<file path="src/rtl/lrr_pkg.sv">
// ----------------------------------------------------------------------------
// Line and rectangle rasterizer package
// Shared constants, operation and register codes, and the small structs that
// travel between the rasterizer modules.
// ----------------------------------------------------------------------------
package lrr_pkg;

   localparam int COORD_BITS_DEFAULT = 12;
   localparam int CANVAS_BITS        = 11;
   localparam int RECT_BITS          = 11;

   localparam logic [CANVAS_BITS-1:0] CANVAS_WIDTH_RESET  = 11'd104;
   localparam logic [CANVAS_BITS-1:0] CANVAS_HEIGHT_RESET = 11'd212;

   // Edge number of the left edge, the final edge of a rectangle outline.
   localparam logic [1:0] SIDE_LAST = 2'd3;

   typedef enum logic [1:0] {
      OP_LINE = 2'd0,
      OP_RECT = 2'd1,
      OP_STEP = 2'd2
   } op_type;

   typedef enum logic {
      CSR_CANVAS_WIDTH  = 1'b0,
      CSR_CANVAS_HEIGHT = 1'b1
   } csr_index_type;

   typedef struct packed {
      logic [CANVAS_BITS-1:0] width;
      logic [CANVAS_BITS-1:0] height;
   } canvas_type;

   typedef struct packed {
      logic valid;
      logic on_canvas;
      logic last;
   } pixel_flags_type;

endpackage

</file>
<file path="src/rtl/lrr_if.sv">
// ----------------------------------------------------------------------------
// Line and rectangle rasterizer channels
// Valid/ready interfaces for the command, pixel and register write channels.
// ----------------------------------------------------------------------------
interface lrr_req_if
   import lrr_pkg::*;
#(
   parameter int COORD_BITS = COORD_BITS_DEFAULT
);
   logic                         valid;
   logic                         ready;
   logic [1:0]                   op;
   logic signed [COORD_BITS-1:0] start_x;
   logic signed [COORD_BITS-1:0] start_y;
   logic signed [COORD_BITS-1:0] end_x;
   logic signed [COORD_BITS-1:0] end_y;
   logic [RECT_BITS-1:0]         rect_width;
   logic [RECT_BITS-1:0]         rect_height;

   modport source (
      output valid, op, start_x, start_y, end_x, end_y, rect_width, rect_height,
      input  ready
   );
   modport sink (
      input  valid, op, start_x, start_y, end_x, end_y, rect_width, rect_height,
      output ready
   );
endinterface

interface lrr_rsp_if
   import lrr_pkg::*;
#(
   parameter int COORD_BITS = COORD_BITS_DEFAULT
);
   logic                         valid;
   logic                         ready;
   logic signed [COORD_BITS-1:0] pixel_x;
   logic signed [COORD_BITS-1:0] pixel_y;
   logic                         on_canvas;
   logic                         last;

   modport source (
      output valid, pixel_x, pixel_y, on_canvas, last,
      input  ready
   );
   modport sink (
      input  valid, pixel_x, pixel_y, on_canvas, last,
      output ready
   );
endinterface

interface lrr_csr_if
   import lrr_pkg::*;
();
   logic                   valid;
   logic                   ready;
   csr_index_type          reg_index;
   logic [CANVAS_BITS-1:0] data;

   modport source (
      output valid, reg_index, data,
      input  ready
   );
   modport sink (
      input  valid, reg_index, data,
      output ready
   );
endinterface

</file>
<file path="src/rtl/lrr_csr.sv">
// ----------------------------------------------------------------------------
// Canvas size registers
// Holds the canvas width and height used by the clip test.
// ----------------------------------------------------------------------------
module lrr_csr
   import lrr_pkg::*;
(
   input  logic       clock,
   input  logic       reset,
   lrr_csr_if.sink    csr_bus,
   output canvas_type canvas
);

   canvas_type canvas_ff;
   canvas_type canvas_in;

   assign csr_bus.ready = 1'b1;
   assign canvas        = canvas_ff;

   always_comb begin
      canvas_in = canvas_ff;
      if (csr_bus.valid) begin
         unique case (csr_bus.reg_index)
            CSR_CANVAS_WIDTH:  canvas_in.width  = csr_bus.data;
            CSR_CANVAS_HEIGHT: canvas_in.height = csr_bus.data;
            default:           canvas_in        = canvas_ff;
         endcase
      end
   end

   always_ff @(posedge clock) begin
      if (reset) begin
         canvas_ff.width  <= CANVAS_WIDTH_RESET;
         canvas_ff.height <= CANVAS_HEIGHT_RESET;
      end else begin
         canvas_ff <= canvas_in;
      end
   end

endmodule

</file>
<file path="src/rtl/lrr_engine.sv">
// ----------------------------------------------------------------------------
// Rasterizer stepping engine
// Holds the Bresenham state of the current figure, loads lines and rectangle
// edges, and works out one pixel and the following state per step command.
// ----------------------------------------------------------------------------
module lrr_engine
   import lrr_pkg::*;
#(
   parameter int COORD_BITS = COORD_BITS_DEFAULT
)(
   input  logic                         clock,
   input  logic                         reset,
   input  logic                         fire,
   input  logic [1:0]                   op,
   input  logic signed [COORD_BITS-1:0] start_x,
   input  logic signed [COORD_BITS-1:0] start_y,
   input  logic signed [COORD_BITS-1:0] end_x,
   input  logic signed [COORD_BITS-1:0] end_y,
   input  logic [RECT_BITS-1:0]         rect_width,
   input  logic [RECT_BITS-1:0]         rect_height,
   input  canvas_type                   canvas,
   output logic signed [COORD_BITS-1:0] pixel_x,
   output logic signed [COORD_BITS-1:0] pixel_y,
   output pixel_flags_type              flags
);

   localparam int C    = COORD_BITS;
   localparam int D    = C + 1;
   localparam int E    = C + 2;
   localparam int W2   = C + 3;
   localparam int WIDE = ((C > RECT_BITS) ? C : RECT_BITS) + 2;
   localparam int CMPW = (C > CANVAS_BITS) ? C : CANVAS_BITS;

   localparam logic signed [WIDE-1:0] COORD_MAX_W = WIDE'((2 ** (C - 1)) - 1);
   localparam logic signed [WIDE-1:0] COORD_MIN_W = WIDE'(-(2 ** (C - 1)));

   // Figure state.
   logic signed [C-1:0] cur_x_ff, cur_y_ff, goal_x_ff, goal_y_ff;
   logic signed [C-1:0] cur_x_in, cur_y_in, goal_x_in, goal_y_in;
   logic [D-1:0]        delta_x_ff, delta_y_ff, delta_x_in, delta_y_in;
   logic                step_x_neg_ff, step_y_neg_ff, step_x_neg_in, step_y_neg_in;
   logic signed [E-1:0] error_ff, error_in;
   logic                busy_ff, busy_in;
   logic                rect_mode_ff, rect_mode_in;
   logic [1:0]          side_ff, side_in;
   logic signed [C-1:0] left_ff, top_ff, right_ff, bottom_ff;
   logic signed [C-1:0] left_in, top_in, right_in, bottom_in;

   // Line loader.
   logic signed [C-1:0] ld_x1, ld_y1, ld_x2, ld_y2;
   logic signed [D-1:0] diff_x, diff_y;
   logic [D-1:0]        ld_dx, ld_dy;
   logic                ld_xneg, ld_yneg;
   logic signed [E-1:0] ld_err;

   // Rectangle corners and edge walk.
   logic signed [WIDE-1:0] sum_r, sum_b;
   logic signed [C-1:0]    right_new, bottom_new;
   logic [1:0]             side_from, side_to;
   logic signed [C-1:0]    side_x1, side_y1, side_x2, side_y2;

   // Step.
   logic                 at_goal, final_pixel, visible;
   logic signed [W2-1:0] e2, dx_w, dy_w, err_step;
   logic                 go_x, go_y;

   // Saturated right and bottom corners of a new rectangle.
   always_comb begin
      sum_r = WIDE'(start_x) + signed'(WIDE'(rect_width)) - WIDE'(1);
      sum_b = WIDE'(start_y) + signed'(WIDE'(rect_height)) - WIDE'(1);
      if (sum_r > COORD_MAX_W)      right_new = COORD_MAX_W[C-1:0];
      else if (sum_r < COORD_MIN_W) right_new = COORD_MIN_W[C-1:0];
      else                          right_new = sum_r[C-1:0];
      if (sum_b > COORD_MAX_W)      bottom_new = COORD_MAX_W[C-1:0];
      else if (sum_b < COORD_MIN_W) bottom_new = COORD_MIN_W[C-1:0];
      else                          bottom_new = sum_b[C-1:0];
   end

   // Next rectangle edge: corners go top-left, top-right, bottom-right,
   // bottom-left.
   always_comb begin
      side_from = side_ff + 2'd1;
      side_to   = side_ff + 2'd2;
      side_x1   = (side_from == 2'd1 || side_from == 2'd2) ? right_ff : left_ff;
      side_y1   = side_from[1] ? bottom_ff : top_ff;
      side_x2   = (side_to == 2'd1 || side_to == 2'd2) ? right_ff : left_ff;
      side_y2   = side_to[1] ? bottom_ff : top_ff;
   end

   // Endpoints for the shared line loader.
   always_comb begin
      unique case (op_type'(op))
         OP_LINE: begin
            ld_x1 = start_x;
            ld_y1 = start_y;
            ld_x2 = end_x;
            ld_y2 = end_y;
         end
         OP_RECT: begin
            ld_x1 = start_x;
            ld_y1 = start_y;
            ld_x2 = right_new;
            ld_y2 = start_y;
         end
         default: begin
            ld_x1 = side_x1;
            ld_y1 = side_y1;
            ld_x2 = side_x2;
            ld_y2 = side_y2;
         end
      endcase
   end

   always_comb begin
      diff_x  = D'(ld_x2) - D'(ld_x1);
      diff_y  = D'(ld_y2) - D'(ld_y1);
      ld_dx   = diff_x[D-1] ? D'(-diff_x) : D'(diff_x);
      ld_dy   = diff_y[D-1] ? D'(-diff_y) : D'(diff_y);
      ld_xneg = diff_x[D-1] || (diff_x == '0);
      ld_yneg = diff_y[D-1] || (diff_y == '0);
      ld_err  = signed'({1'b0, ld_dx}) - signed'({1'b0, ld_dy});
   end

   // Pixel, clip test and Bresenham step for the current position.
   always_comb begin
      at_goal     = (cur_x_ff == goal_x_ff) && (cur_y_ff == goal_y_ff);
      final_pixel = at_goal && (!rect_mode_ff || side_ff == SIDE_LAST);
      visible     = !cur_x_ff[C-1] && !cur_y_ff[C-1] &&
                    (CMPW'($unsigned(cur_x_ff)) < CMPW'(canvas.width)) &&
                    (CMPW'($unsigned(cur_y_ff)) < CMPW'(canvas.height));
      e2       = {error_ff, 1'b0};
      dx_w     = signed'(W2'(delta_x_ff));
      dy_w     = signed'(W2'(delta_y_ff));
      go_x     = e2 > -dy_w;
      go_y     = e2 < dx_w;
      err_step = W2'(error_ff) - (go_x ? dy_w : W2'(0)) + (go_y ? dx_w : W2'(0));
   end

   assign pixel_x = cur_x_ff;
   assign pixel_y = cur_y_ff;

   always_comb begin
      cur_x_in      = cur_x_ff;
      cur_y_in      = cur_y_ff;
      goal_x_in     = goal_x_ff;
      goal_y_in     = goal_y_ff;
      delta_x_in    = delta_x_ff;
      delta_y_in    = delta_y_ff;
      step_x_neg_in = step_x_neg_ff;
      step_y_neg_in = step_y_neg_ff;
      error_in      = error_ff;
      busy_in       = busy_ff;
      rect_mode_in  = rect_mode_ff;
      side_in       = side_ff;
      left_in       = left_ff;
      top_in        = top_ff;
      right_in      = right_ff;
      bottom_in     = bottom_ff;
      flags.valid     = 1'b0;
      flags.on_canvas = visible;
      flags.last      = final_pixel;

      if (fire) begin
         unique case (op_type'(op))
            OP_LINE, OP_RECT: begin
               cur_x_in      = ld_x1;
               cur_y_in      = ld_y1;
               goal_x_in     = ld_x2;
               goal_y_in     = ld_y2;
               delta_x_in    = ld_dx;
               delta_y_in    = ld_dy;
               step_x_neg_in = ld_xneg;
               step_y_neg_in = ld_yneg;
               error_in      = ld_err;
               busy_in       = 1'b1;
               side_in       = 2'd0;
               rect_mode_in  = (op_type'(op) == OP_RECT);
               if (op_type'(op) == OP_RECT) begin
                  left_in   = start_x;
                  top_in    = start_y;
                  right_in  = right_new;
                  bottom_in = bottom_new;
               end
            end
            OP_STEP: begin
               if (busy_ff) begin
                  flags.valid = 1'b1;
                  if (final_pixel) begin
                     busy_in = 1'b0;
                  end else if (at_goal) begin
                     cur_x_in      = ld_x1;
                     cur_y_in      = ld_y1;
                     goal_x_in     = ld_x2;
                     goal_y_in     = ld_y2;
                     delta_x_in    = ld_dx;
                     delta_y_in    = ld_dy;
                     step_x_neg_in = ld_xneg;
                     step_y_neg_in = ld_yneg;
                     error_in      = ld_err;
                     side_in       = side_from;
                  end else begin
                     error_in = err_step[E-1:0];
                     if (go_x) begin
                        cur_x_in = step_x_neg_ff ? cur_x_ff - C'(1) : cur_x_ff + C'(1);
                     end
                     if (go_y) begin
                        cur_y_in = step_y_neg_ff ? cur_y_ff - C'(1) : cur_y_ff + C'(1);
                     end
                  end
               end
            end
            default: begin
               busy_in = busy_ff;
            end
         endcase
      end
   end

   always_ff @(posedge clock) begin
      if (reset) begin
         busy_ff      <= 1'b0;
         rect_mode_ff <= 1'b0;
         side_ff      <= 2'd0;
      end else begin
         busy_ff      <= busy_in;
         rect_mode_ff <= rect_mode_in;
         side_ff      <= side_in;
      end
   end

   always_ff @(posedge clock) begin
      cur_x_ff      <= cur_x_in;
      cur_y_ff      <= cur_y_in;
      goal_x_ff     <= goal_x_in;
      goal_y_ff     <= goal_y_in;
      delta_x_ff    <= delta_x_in;
      delta_y_ff    <= delta_y_in;
      step_x_neg_ff <= step_x_neg_in;
      step_y_neg_ff <= step_y_neg_in;
      error_ff      <= error_in;
      left_ff       <= left_in;
      top_ff        <= top_in;
      right_ff      <= right_in;
      bottom_ff     <= bottom_in;
   end

endmodule

</file>
<file path="src/rtl/line_rect_rasterizer_core.sv">
// ----------------------------------------------------------------------------
// Line and rectangle outline rasterizer
// Bresenham pixel stepper for lines and rectangle outlines with canvas clip.
// ----------------------------------------------------------------------------
// A start command (line or rectangle outline) loads a figure and returns no
// pixel; each later step command returns the next pixel of that figure with
// its on-canvas flag and a last flag on the figure's final pixel. Steps while
// no figure is loaded, and the unused op code, return nothing. The block takes
// one command per clock cycle unless stalled; the whole Bresenham update of
// one step is combinational from the state registers back into them, and a
// pixel appears on the result channel the cycle after its step command is
// taken. The command channel stalls only while a finished pixel is held in
// the output register and the result channel is not ready. Canvas size writes
// are always taken and must only be issued while the block is idle.
module line_rect_rasterizer_core
   import lrr_pkg::*;
#(
   parameter int COORD_BITS = COORD_BITS_DEFAULT
)(
   input  logic      clock,
   input  logic      reset,
   lrr_req_if.sink   req_bus,
   lrr_rsp_if.source rsp_bus,
   lrr_csr_if.sink   csr_bus
);

   canvas_type                   canvas;
   pixel_flags_type              flags;
   logic signed [COORD_BITS-1:0] pixel_x, pixel_y;
   logic                         fire;

   logic                         rsp_valid_ff, rsp_valid_in;
   logic signed [COORD_BITS-1:0] rsp_x_ff, rsp_y_ff;
   logic                         rsp_on_ff, rsp_last_ff;

   assign req_bus.ready = !rsp_valid_ff || rsp_bus.ready;
   assign fire          = req_bus.valid && req_bus.ready;

   lrr_csr u_csr (
      .clock   (clock),
      .reset   (reset),
      .csr_bus (csr_bus),
      .canvas  (canvas)
   );

   lrr_engine #(
      .COORD_BITS (COORD_BITS)
   ) u_engine (
      .clock       (clock),
      .reset       (reset),
      .fire        (fire),
      .op          (req_bus.op),
      .start_x     (req_bus.start_x),
      .start_y     (req_bus.start_y),
      .end_x       (req_bus.end_x),
      .end_y       (req_bus.end_y),
      .rect_width  (req_bus.rect_width),
      .rect_height (req_bus.rect_height),
      .canvas      (canvas),
      .pixel_x     (pixel_x),
      .pixel_y     (pixel_y),
      .flags       (flags)
   );

   always_comb begin
      if (fire) begin
         rsp_valid_in = flags.valid;
      end else if (rsp_bus.ready) begin
         rsp_valid_in = 1'b0;
      end else begin
         rsp_valid_in = rsp_valid_ff;
      end
   end

   always_ff @(posedge clock) begin
      if (reset) begin
         rsp_valid_ff <= 1'b0;
      end else begin
         rsp_valid_ff <= rsp_valid_in;
      end
   end

   always_ff @(posedge clock) begin
      if (fire && flags.valid) begin
         rsp_x_ff    <= pixel_x;
         rsp_y_ff    <= pixel_y;
         rsp_on_ff   <= flags.on_canvas;
         rsp_last_ff <= flags.last;
      end
   end

   assign rsp_bus.valid     = rsp_valid_ff;
   assign rsp_bus.pixel_x   = rsp_x_ff;
   assign rsp_bus.pixel_y   = rsp_y_ff;
   assign rsp_bus.on_canvas = rsp_on_ff;
   assign rsp_bus.last      = rsp_last_ff;

endmodule
</file>
<file path="src/flat_wrapper.sv">
// flat-port wrapper written by rule: the top's interface ports become plain ports
module line_rect_rasterizer_core_flat import lrr_pkg::*;
#(
   parameter int COORD_BITS = COORD_BITS_DEFAULT
)
  (clock, reset, req_bus_valid, req_bus_op, req_bus_start_x, req_bus_start_y, req_bus_end_x, req_bus_end_y, req_bus_rect_width, req_bus_rect_height, req_bus_ready, rsp_bus_valid, rsp_bus_pixel_x, rsp_bus_pixel_y, rsp_bus_on_canvas, rsp_bus_last, rsp_bus_ready, csr_bus_valid, csr_bus_reg_index, csr_bus_data, csr_bus_ready);
  lrr_req_if #(.COORD_BITS(COORD_BITS)) req_bus_i ();
  lrr_rsp_if #(.COORD_BITS(COORD_BITS)) rsp_bus_i ();
  lrr_csr_if csr_bus_i ();
  input  logic clock;
  input  logic reset;
  input wire logic [$bits(req_bus_i.valid)-1:0] req_bus_valid;
  input wire logic [$bits(req_bus_i.op)-1:0] req_bus_op;
  input wire logic [$bits(req_bus_i.start_x)-1:0] req_bus_start_x;
  input wire logic [$bits(req_bus_i.start_y)-1:0] req_bus_start_y;
  input wire logic [$bits(req_bus_i.end_x)-1:0] req_bus_end_x;
  input wire logic [$bits(req_bus_i.end_y)-1:0] req_bus_end_y;
  input wire logic [$bits(req_bus_i.rect_width)-1:0] req_bus_rect_width;
  input wire logic [$bits(req_bus_i.rect_height)-1:0] req_bus_rect_height;
  output wire logic [$bits(req_bus_i.ready)-1:0] req_bus_ready;
  output wire logic [$bits(rsp_bus_i.valid)-1:0] rsp_bus_valid;
  output wire logic [$bits(rsp_bus_i.pixel_x)-1:0] rsp_bus_pixel_x;
  output wire logic [$bits(rsp_bus_i.pixel_y)-1:0] rsp_bus_pixel_y;
  output wire logic [$bits(rsp_bus_i.on_canvas)-1:0] rsp_bus_on_canvas;
  output wire logic [$bits(rsp_bus_i.last)-1:0] rsp_bus_last;
  input wire logic [$bits(rsp_bus_i.ready)-1:0] rsp_bus_ready;
  input wire logic [$bits(csr_bus_i.valid)-1:0] csr_bus_valid;
  input wire logic [$bits(csr_bus_i.reg_index)-1:0] csr_bus_reg_index;
  input wire logic [$bits(csr_bus_i.data)-1:0] csr_bus_data;
  output wire logic [$bits(csr_bus_i.ready)-1:0] csr_bus_ready;
  assign req_bus_i.valid = req_bus_valid;
  assign req_bus_i.op = req_bus_op;
  assign req_bus_i.start_x = req_bus_start_x;
  assign req_bus_i.start_y = req_bus_start_y;
  assign req_bus_i.end_x = req_bus_end_x;
  assign req_bus_i.end_y = req_bus_end_y;
  assign req_bus_i.rect_width = req_bus_rect_width;
  assign req_bus_i.rect_height = req_bus_rect_height;
  assign req_bus_ready = req_bus_i.ready;
  assign rsp_bus_valid = rsp_bus_i.valid;
  assign rsp_bus_pixel_x = rsp_bus_i.pixel_x;
  assign rsp_bus_pixel_y = rsp_bus_i.pixel_y;
  assign rsp_bus_on_canvas = rsp_bus_i.on_canvas;
  assign rsp_bus_last = rsp_bus_i.last;
  assign rsp_bus_i.ready = rsp_bus_ready;
  assign csr_bus_i.valid = csr_bus_valid;
  assign csr_bus_i.reg_index = csr_bus_reg_index;
  assign csr_bus_i.data = csr_bus_data;
  assign csr_bus_ready = csr_bus_i.ready;
  line_rect_rasterizer_core #(.COORD_BITS(COORD_BITS)) u_core (.clock(clock), .reset(reset), .req_bus(req_bus_i), .rsp_bus(rsp_bus_i), .csr_bus(csr_bus_i));
endmodule
</file>
<file path="config.mk">
export PLATFORM = sky130hd
export DESIGN_NAME = line_rect_rasterizer_core_flat
export DESIGN_NICKNAME = d
export VERILOG_FILES = /design/src/rtl/lrr_pkg.sv /design/src/rtl/lrr_if.sv /design/src/rtl/lrr_csr.sv /design/src/rtl/lrr_engine.sv /design/src/rtl/line_rect_rasterizer_core.sv /design/src/flat_wrapper.sv
export SDC_FILE = /design/constraint.sdc
export NUM_CORES = 1
export LEC_CHECK = 0
export ABC_CLOCK_PERIOD_IN_PS = 11400
export BUFFER_PORTS_ARGS = -buffer_cell sky130_fd_sc_hd__buf_4
export CAP_MARGIN = 20
export CORE_MARGIN = 3
export CORE_UTILIZATION = 30
export CTS_CLUSTER_SIZE = 25
export DETAILED_ROUTE_END_ITERATION = 7
export SYNTH_ARGS = -nofsm -noshare
export SYNTH_HDL_FRONTEND = slang
export SYNTH_SLANG_ARGS = --single-unit
</file>
<file path="constraint.sdc">
create_clock -name clock -period 11.4 [get_ports clock]
set_input_delay 2.28 -clock clock [delete_from_list [all_inputs] [get_ports clock]]
set_output_delay 2.28 -clock clock [all_outputs]
set_load 0.005 [all_outputs]
</file>
Word level (Yosys, flattened, before mapping)
Index checks and enable logic that the tools add are counted.
- order comparisons: 8
- bitwise gates (word level): 1
- eq/ne operators: 14
- muxes and demuxes: 67
- $add $sub $neg: 18
- reduce and logical (&&, ||, !) cells: 32
- operators by type and width (kind ; count):
    $mux 12 ; 25
    $pmux 12 s2 ; 6
    $mux 13 ; 10
    $pmux 13 s2 ; 2
    $mux 14 ; 3
    $gt 14x12->1 const B ; 2
    $lt 14x12->1 const B ; 2
    $pmux 14 s2 ; 1
    $add 12x12->13 ; 2
    $logic_not 13->1 ; 2
    $neg 13->13 ; 2
    $sub 12x12->13 ; 2
    $add 12x2->12 const B ; 2
    $eq 12x12->1 ; 2
    $lt 12x11->1 ; 2
    $sub 12x2->12 const B ; 2
    $gt 15x15->1 ; 1
    $lt 15x14->1 ; 1
    $neg 13->15 ; 1
    $reduce_and 5->1 ; 3
    $add 14x14->14 ; 1
    $sub 13x13->14 ; 1
    $sub 13x2->14 const B ; 1
    $sub 14x14->14 ; 1
    21 further kinds ; 63
- register bits: 191
- output and inout port bits: 29

Longest topological paths before layout
- depth after elaboration: 14
- gate-level depth with buffers: 42
- mapped depth without buffers: 42

Modules after synthesis
Synthesis repeated with hierarchy kept, for this count alone.
- cell total of the unflattened synthesis: 1601
- area, all modules: 15461.1 um2
- modules (own cells, without submodules) (module ; cells each ; sequential area each (um2) ; area each (um2) ; times used):
    lrr_engine ; 1478 ; 4224.1 ; 13688.1 ; 1
    lrr_csr ; 91 ; 440.4 ; 924.6 ; 1
    line_rect_rasterizer_core ; 32 ; 800.8 ; 848.3 ; 1

Worst setup path after synthesis
No wires, ideal clock.
- kind: input to register
- start point: in req_bus_rect_width[0]
- end point: reg u_core.u_engine.error_ff[13] (data pin)
- data arrival time: 9.617 ns
- library setup time: 0.256 ns
- cell stages on the path: 41
- slack: 1.527 ns
- cells stage by stage: ha_1 > inv_1 > fa_1 > nor2b_1 > o2111ai_1 > nor4bb_1 > o221a_2 > or4b_4 > or3_2 > o21bai_1 > o21ai_0 > mux2i_1 > o21ai_0 > inv_1 > ha_1 > inv_1 > fa_1 > nand2_1 > [... 5 more ...] > nor2_1 > a221oi_2 > or2_2 > a31o_2 > o21ai_0 > ha_1 > nor2b_1 > o21ai_0 > a21boi_0 > o21ai_0 > a21boi_0 > o21ai_0 > a21boi_0 > o21ai_0 > a21o_1 > a21boi_0 > o21ai_0 > a22o_1
- longest elaborated chain between the ends: 14
- elaborated cells between the ends (all ways): 15
- those cells by class: 5 x add/sub; 2 x order compare; 8 x mux
- RTL lines (what ; RTL line ; RTL):
    start: declaration ; flat_wrapper.sv:18 ; input wire logic [$bits(req_bus_i.rect_width)-1:0] req_bus_rect_width;
    $add 12x12->13 (*) ; lrr_engine.sv:69 ; sum_r = WIDE'(start_x) + signed'(WIDE'(rect_width)) - WIDE'(1);
    $sub 14x2->14 (*) ; lrr_engine.sv:69 ;
    $lt 14x12->1 ; lrr_engine.sv:72 ; else if (sum_r < COORD_MIN_W) right_new = COORD_MIN_W[C-1:0];
    $mux 12 ; lrr_engine.sv:72 ;
    $mux 12 (*) ; lrr_engine.sv:71 ; if (sum_r > COORD_MAX_W) right_new = COORD_MAX_W[C-1:0];
    via u_core.u_engine.right_new[0] ; lrr_engine.sv:58 ; logic signed [C-1:0] right_new, bottom_new;
    $pmux 12 s2 (*) ; lrr_engine.sv:92 ; unique case (op_type'(op))
    via u_core.u_engine.ld_x2[0] ; lrr_engine.sv:50 ; logic signed [C-1:0] ld_x1, ld_y1, ld_x2, ld_y2;
    $sub 12x12->13 (*) ; lrr_engine.sv:115 ; diff_x = D'(ld_x2) - D'(ld_x1);
    $neg 13->13 ; lrr_engine.sv:117 ; ld_dx = diff_x[D-1] ? D'(-diff_x) : D'(diff_x);
    $mux 13 (*) ; lrr_engine.sv:117 ;
    via u_core.u_engine.ld_dx[1] ; lrr_engine.sv:52 ; logic [D-1:0] ld_dx, ld_dy;
    $sub 13x13->14 (*) ; lrr_engine.sv:121 ; ld_err = signed'({1'b0, ld_dx}) - signed'({1'b0, ld_dy});
    $mux 14 ; lrr_engine.sv:190 ; end else if (at_goal) begin
    $mux 14 ; lrr_engine.sv:188 ; if (final_pixel) begin
    $mux 14 ; lrr_engine.sv:186 ; if (busy_ff) begin
    $pmux 14 s2 (*) ; lrr_engine.sv:164 ; unique case (op_type'(op))
    end signal: assignment ; lrr_engine.sv:240 ; error_ff <= error_in;
    end: declaration ; lrr_engine.sv:42 ; logic signed [E-1:0] error_ff, error_in;
The timed path passes the listed nets; every way through them passes the cells marked *. The select of a mux whose other input is x is not followed.
A chain may end at the register's enable or synchronous reset.

Final worst setup path
- start point: in req_bus_start_x[0]
- end point: reg u_core.u_engine.error_ff[13] (data pin)
- longest elaborated chain between the ends: 14
- elaborated cells between the ends (all ways): 16
- those cells by class: 5 x add/sub; 2 x order compare; 9 x mux
- RTL lines (what ; RTL line ; RTL):
    start: declaration ; flat_wrapper.sv:14 ; input wire logic [$bits(req_bus_i.start_x)-1:0] req_bus_start_x;
    $add 12x12->13 (*) ; lrr_engine.sv:69 ;
    $sub 14x2->14 (*) ; lrr_engine.sv:69 ;
    $lt 14x12->1 ; lrr_engine.sv:72 ;
    $mux 12 ; lrr_engine.sv:72 ;
    $mux 12 (*) ; lrr_engine.sv:71 ;
    via u_core.u_engine.right_new[0] ; lrr_engine.sv:58 ;
    $pmux 12 s2 (*) ; lrr_engine.sv:92 ;
    via u_core.u_engine.ld_x2[0] ; lrr_engine.sv:50 ;
    $sub 12x12->13 (*) ; lrr_engine.sv:115 ;
    $neg 13->13 ; lrr_engine.sv:117 ;
    $mux 13 (*) ; lrr_engine.sv:117 ;
    via u_core.u_engine.ld_dx[2] ; lrr_engine.sv:52 ;
    $sub 13x13->14 (*) ; lrr_engine.sv:121 ;
    $mux 14 ; lrr_engine.sv:190 ;
    $mux 14 ; lrr_engine.sv:188 ;
    $mux 14 ; lrr_engine.sv:186 ;
    $pmux 14 s2 (*) ; lrr_engine.sv:164 ;
Marked as above.

==> results.md <==
Outcome:
- The flow ran to the end, and the final reports show no timing, DRC or antenna violations.

Power:
- The cell area power density is 191 nW/um^2.
- The leakage power is 0.00724 uW.
- The final total power is 3300 uW.
- The worst-case IR drop observed on VDD is 0.109 mV.

Timing:
- The final-layout setup total negative slack is 0 ps.
- The final count of hold timing violations was 0.
- Clock skew on the completed layout was measured at 17.0 ps.
- For this run, the top clock speed supported by timing is 96.5 MHz.
- In the post-route analysis, the smallest setup slack over all paths is 1030 ps.
- Measured against its own limit, the worst slew margin works out to 37.3%.
- The number of slew-limit violations in the final report came to 0.
- The worst path uses 90.9% of the clock period.
- The worst-margin pin slew is 933 ps.
- The time the worst path needs with I/O delays and setup is 10370 ps.
- The setup-violating endpoint count in the final report is 0.
- Setup repair after global routing left no endpoint under its margin.

Setup path:
- The largest individual stage delay along the critical path comes from the cell or4b_4.
- The required time at the worst-slack endpoint is 11620 ps.
- The highest cell delay on the worst timing path is 500 ps.
- The most numerous cell type found on the critical path is o21ai_0.
- The worst register-to-register path begins at u_core.u_engine.side_ff[1].
- The endpoint arrival time on the critical path is 10580 ps.
- Of all nets on the critical path, the largest fanout is 10.
- The kind of start point of the critical path is an input pin.
- The startpoint of the worst setup timing path is req_bus_start_x[0].
- The kind of critical path is in -> reg.
- STA classifies the critical path endpoint as a flop.

CTS:
- The root buffer cell is clkbuf_16.
- Counting along the longest clock path gives a buffer depth of 2.
- The count of clock tree sinks is 191.
- TritonCTS built the clock tree.
- The number of gates resized after CTS was 0.
- The clock latency on the worst-skew pair is 460 ps.
- The number of buffers inserted for hold repair after clock tree synthesis is 0.
- The clock tree synthesis step divided the H-tree into 4 levels.
- Buffers inserted during clock tree synthesis total 17.
- The post-CTS setup repair buffer count is 0.
- Clock-pin slew was measured on the worst setup and hold paths at 80 ps.

Synthesis:
- The area of the mapped netlist is 15100 um^2.
- The yosys synthesis warning count is 0.
- After synthesis, the largest family of logic cells by area is compound AO/OA/AOI/OAI gates.
- Summing the sequential cell areas from Yosys gives 36.3% of the chip area.
- The portion of synthesized area spent on multiplexers is 4.70%.
- Summing the areas of all xor and xnor instances in the mapped netlist gives 8.16% of the synthesized area.
- When the netlist entered floorplanning its net count stood at 1860.
- After Yosys synthesis, and, or, nand and nor cells account for 12.4% of the synthesized area.
- The count of flip-flops with a built-in enable after synthesis is 164.
- The gate count after technology mapping is 1594.
- The average cell area after synthesis is 9.45 um^2.
- The number of unique standard cell types used by synthesis is 84.
- In the synthesized netlist the async set-or-reset flop fraction comes to 0%.
- Summing the areas of all fa, ha and maj instances in the mapped netlist gives 15.7% of the synthesized area.
- The prevailing post-synth register cell is edfxtp_1.
- The synthesized design contains 191 register bits.
- The synthesized netlist devotes 16.8% of its cell area to compound gates.

Global routing:
- The pin count of the biggest net entering global routing is 63.
- The initial antenna violation count is 0.
- The first-pass GRT wire length is 62.5 mm.
- Summed over all layers, the global routing overflow is 0.
- The overall global routing resource usage is 14.9%.
- The number of global-route vias before repair is 11600.

Min path:
- In this run the worst hold path is classified as reg -> reg.
- The critical hold path startpoint is u_core.u_csr.canvas[3].

Route:
- The detailed-route DRC error count is 0.
- The post-detailed-route wirelength per cell is 16.7 um.
- The first detailed-routing pass ran for 5 iterations.
- In this run the remaining antenna-violating nets after routing total 0.
- The detailed router finished its first iteration with 716 violations.
- The via count of the routed design is 11700.
- The routed wire length is 39.6 mm.
- The via density per instance is 4.92.

Finish:
- The layout cell share with drive strength beyond 1 is 11.8%.
- The number of nets in the final layout is 1962.
- The number of fill cells is 5054.
- The antenna diode count is 0.
- From synthesis to final layout, the design area changed by 14.4%.
- Leaving out fill and tap cells, the most frequent cells in the layout are inv_1, edfxtp_1, nand2_1.
- The most common cell after layout, fill and taps aside is inv_1.

Die:
- From bottom edge to top edge, the die measures 230 um.
- The number of top-level design ports is 118.
- The total area inside the core boundary comes to 49300 um^2.
- The initial core utilization is 30.6%.
- The floorplan step defined a die boundary enclosing 52900 um^2.
- The floorplan has 81 rows.
- The die is 230 um wide.

Place:
- Routability-driven placement finished with a final weighted congestion of 0.864.
- The placed wire-length estimate after detailed placement is 32.0 mm.
- The count of buffers added on input and output ports is 116.
- OpenSTA, run right after detailed placement, puts the worst setup slack at 366 ps.

Flow run:
- The number of max-capacitance violations reported is 0.
layout make-up:
class / count / area (um^2) / area share [%]
clock buffer: 19 / 433 / 2.51
clock inverter: 13 / 111 / 0.646
inverter: 190 / 713 / 4.14
multi-input combinational: 1169 / 8730 / 50.7
sequential: 191 / 5470 / 31.7
tap: 664 / 831 / 4.82
timing repair buffer: 127 / 951 / 5.52
routing by layer:
| metal | global-route usage [%] | up-vias | share of wire (%) |
|---|---|---|---|
| li1 | - | 5798 | - |
| met1 | 21.0 | 5597 | 49 |
| met2 | 23.7 | 242 | 45 |
| met3 | 2.53 | 36 | 4.2 |
| met4 | 4.27 | 0 | 1.9 |
| met5 | 0 | - | 0 |
cell usage after synthesis (2+ instances only):
library cell | instances | area, um^2
inv_1 | 190 | 713
edfxtp_1 | 164 | 4920
nand2_1 | 162 | 608
ha_1 | 157 | 1960
o21ai_0 | 131 | 656
a21oi_1 | 98 | 490
xnor2_1 | 81 | 709
nor2_1 | 67 | 251
mux2i_1 | 55 | 551
xor2_1 | 54 | 473
a21o_1 | 41 | 308
clkbuf_1 | 36 | 135
nor2b_1 | 34 | 213
dfxtp_1 | 27 | 541
o21bai_1 | 22 | 165
fa_1 | 20 | 400
a211oi_1 | 19 | 143
nand2b_1 | 19 | 119
o21a_1 | 19 | 143
nand3_1 | 17 | 85.1
and2_1 | 16 | 100
mux2_2 | 14 | 158
nor3_1 | 13 | 65.1
nand3b_1 | 12 | 90.1
o31ai_1 | 11 | 82.6
nor4_1 | 10 | 62.6
a21boi_0 | 8 | 60.1
nand4_1 | 7 | 43.8
a31oi_1 | 6 | 37.5
and3_1 | 6 | 37.5
buf_1 | 5 | 18.8
or2_2 | 5 | 31.3
or3_1 | 4 | 25.0
or4_1 | 4 | 30.0
a211o_1 | 3 | 26.3
a22o_1 | 3 | 26.3
o211ai_1 | 3 | 22.5
a31o_2 | 2 | 17.5
nor4b_1 | 2 | 17.5
o2111ai_1 | 2 | 17.5
o22ai_1 | 2 | 12.5
power by group:
| group | leakage [uW] | switching [uW] | internal, uW |
|---|---|---|---|
| registers | 0.00175 | 77.0 | 897 |
| clock network | 0.000259 | 277 | 301 |
| logic | 0.00522 | 995 | 754 |
| total | 0.00724 | 1350 | 1950 |
state kept, by name, indices dropped and copies added (netlist names), 2 cells and up:
name / flops
u_core.u_engine.pixel_y: 12
u_core.u_engine.error_ff: 14
u_core.u_engine.left_ff: 12
u_core.u_engine.side_ff: 2
u_core.u_engine.goal_y_ff: 12
u_core.u_engine.bottom_ff: 12
u_core.u_engine.goal_x_ff: 12
u_core.u_engine.delta_y_ff: 13
u_core.u_engine.pixel_x: 12
u_core.rsp_bus.pixel_y: 12
u_core.u_csr.canvas: 22
u_core.u_engine.delta_x_ff: 13
u_core.u_engine.right_ff: 12
u_core.rsp_bus.pixel_x: 12
u_core.u_engine.top_ff: 12
worst max-delay path, delay by kind of cell:
family | cells | cell delay, ps
adders and majority gates | 5 | 1490
xor gates and xnor gates | 1 | 120
buffers and inverters | 4 | 300
and+or+nand+nor | 10 | 2080
AOI/OAI and AO/OA | 20 | 4130
muxes | 1 | 160
metrics by stage:
stage	hold slack, ps	cells	instance area [um^2]	utilization, %
3_5_place_dp	448	2339	16700	33.9
6_report	460	2373	17200	35.0
5_1_grt	475	2373	17200	35.0
2_1_floorplan	436	1594	15100	-
4_1_cts	458	2371	17200	35.0
3_3_place_gp	446	2339	16700	33.9
path summary, 6_finish.rpt:
path              cells after the start                      endpoint  slack, ps
setup / recovery                     41  u_core.u_engine.error_ff[13]       1030
hold / removal                        2        u_core.u_csr.canvas[3]        460
setup reg to reg                     31   u_core.u_engine.error_ff[9]       3580
hold reg to reg                       2        u_core.u_csr.canvas[3]        460
cell families after synthesis:
| group | count (synthesis) |
|---|---|
| fa+ha+maj | 177 |
| simple gates | 387 |
| compound gates | 398 |
| other cells | 1 |
| mux | 69 |
| flops | 191 |
| buf+inv | 234 |
| xor+xnor | 137 |
Power figures use the tool's default switching activity.
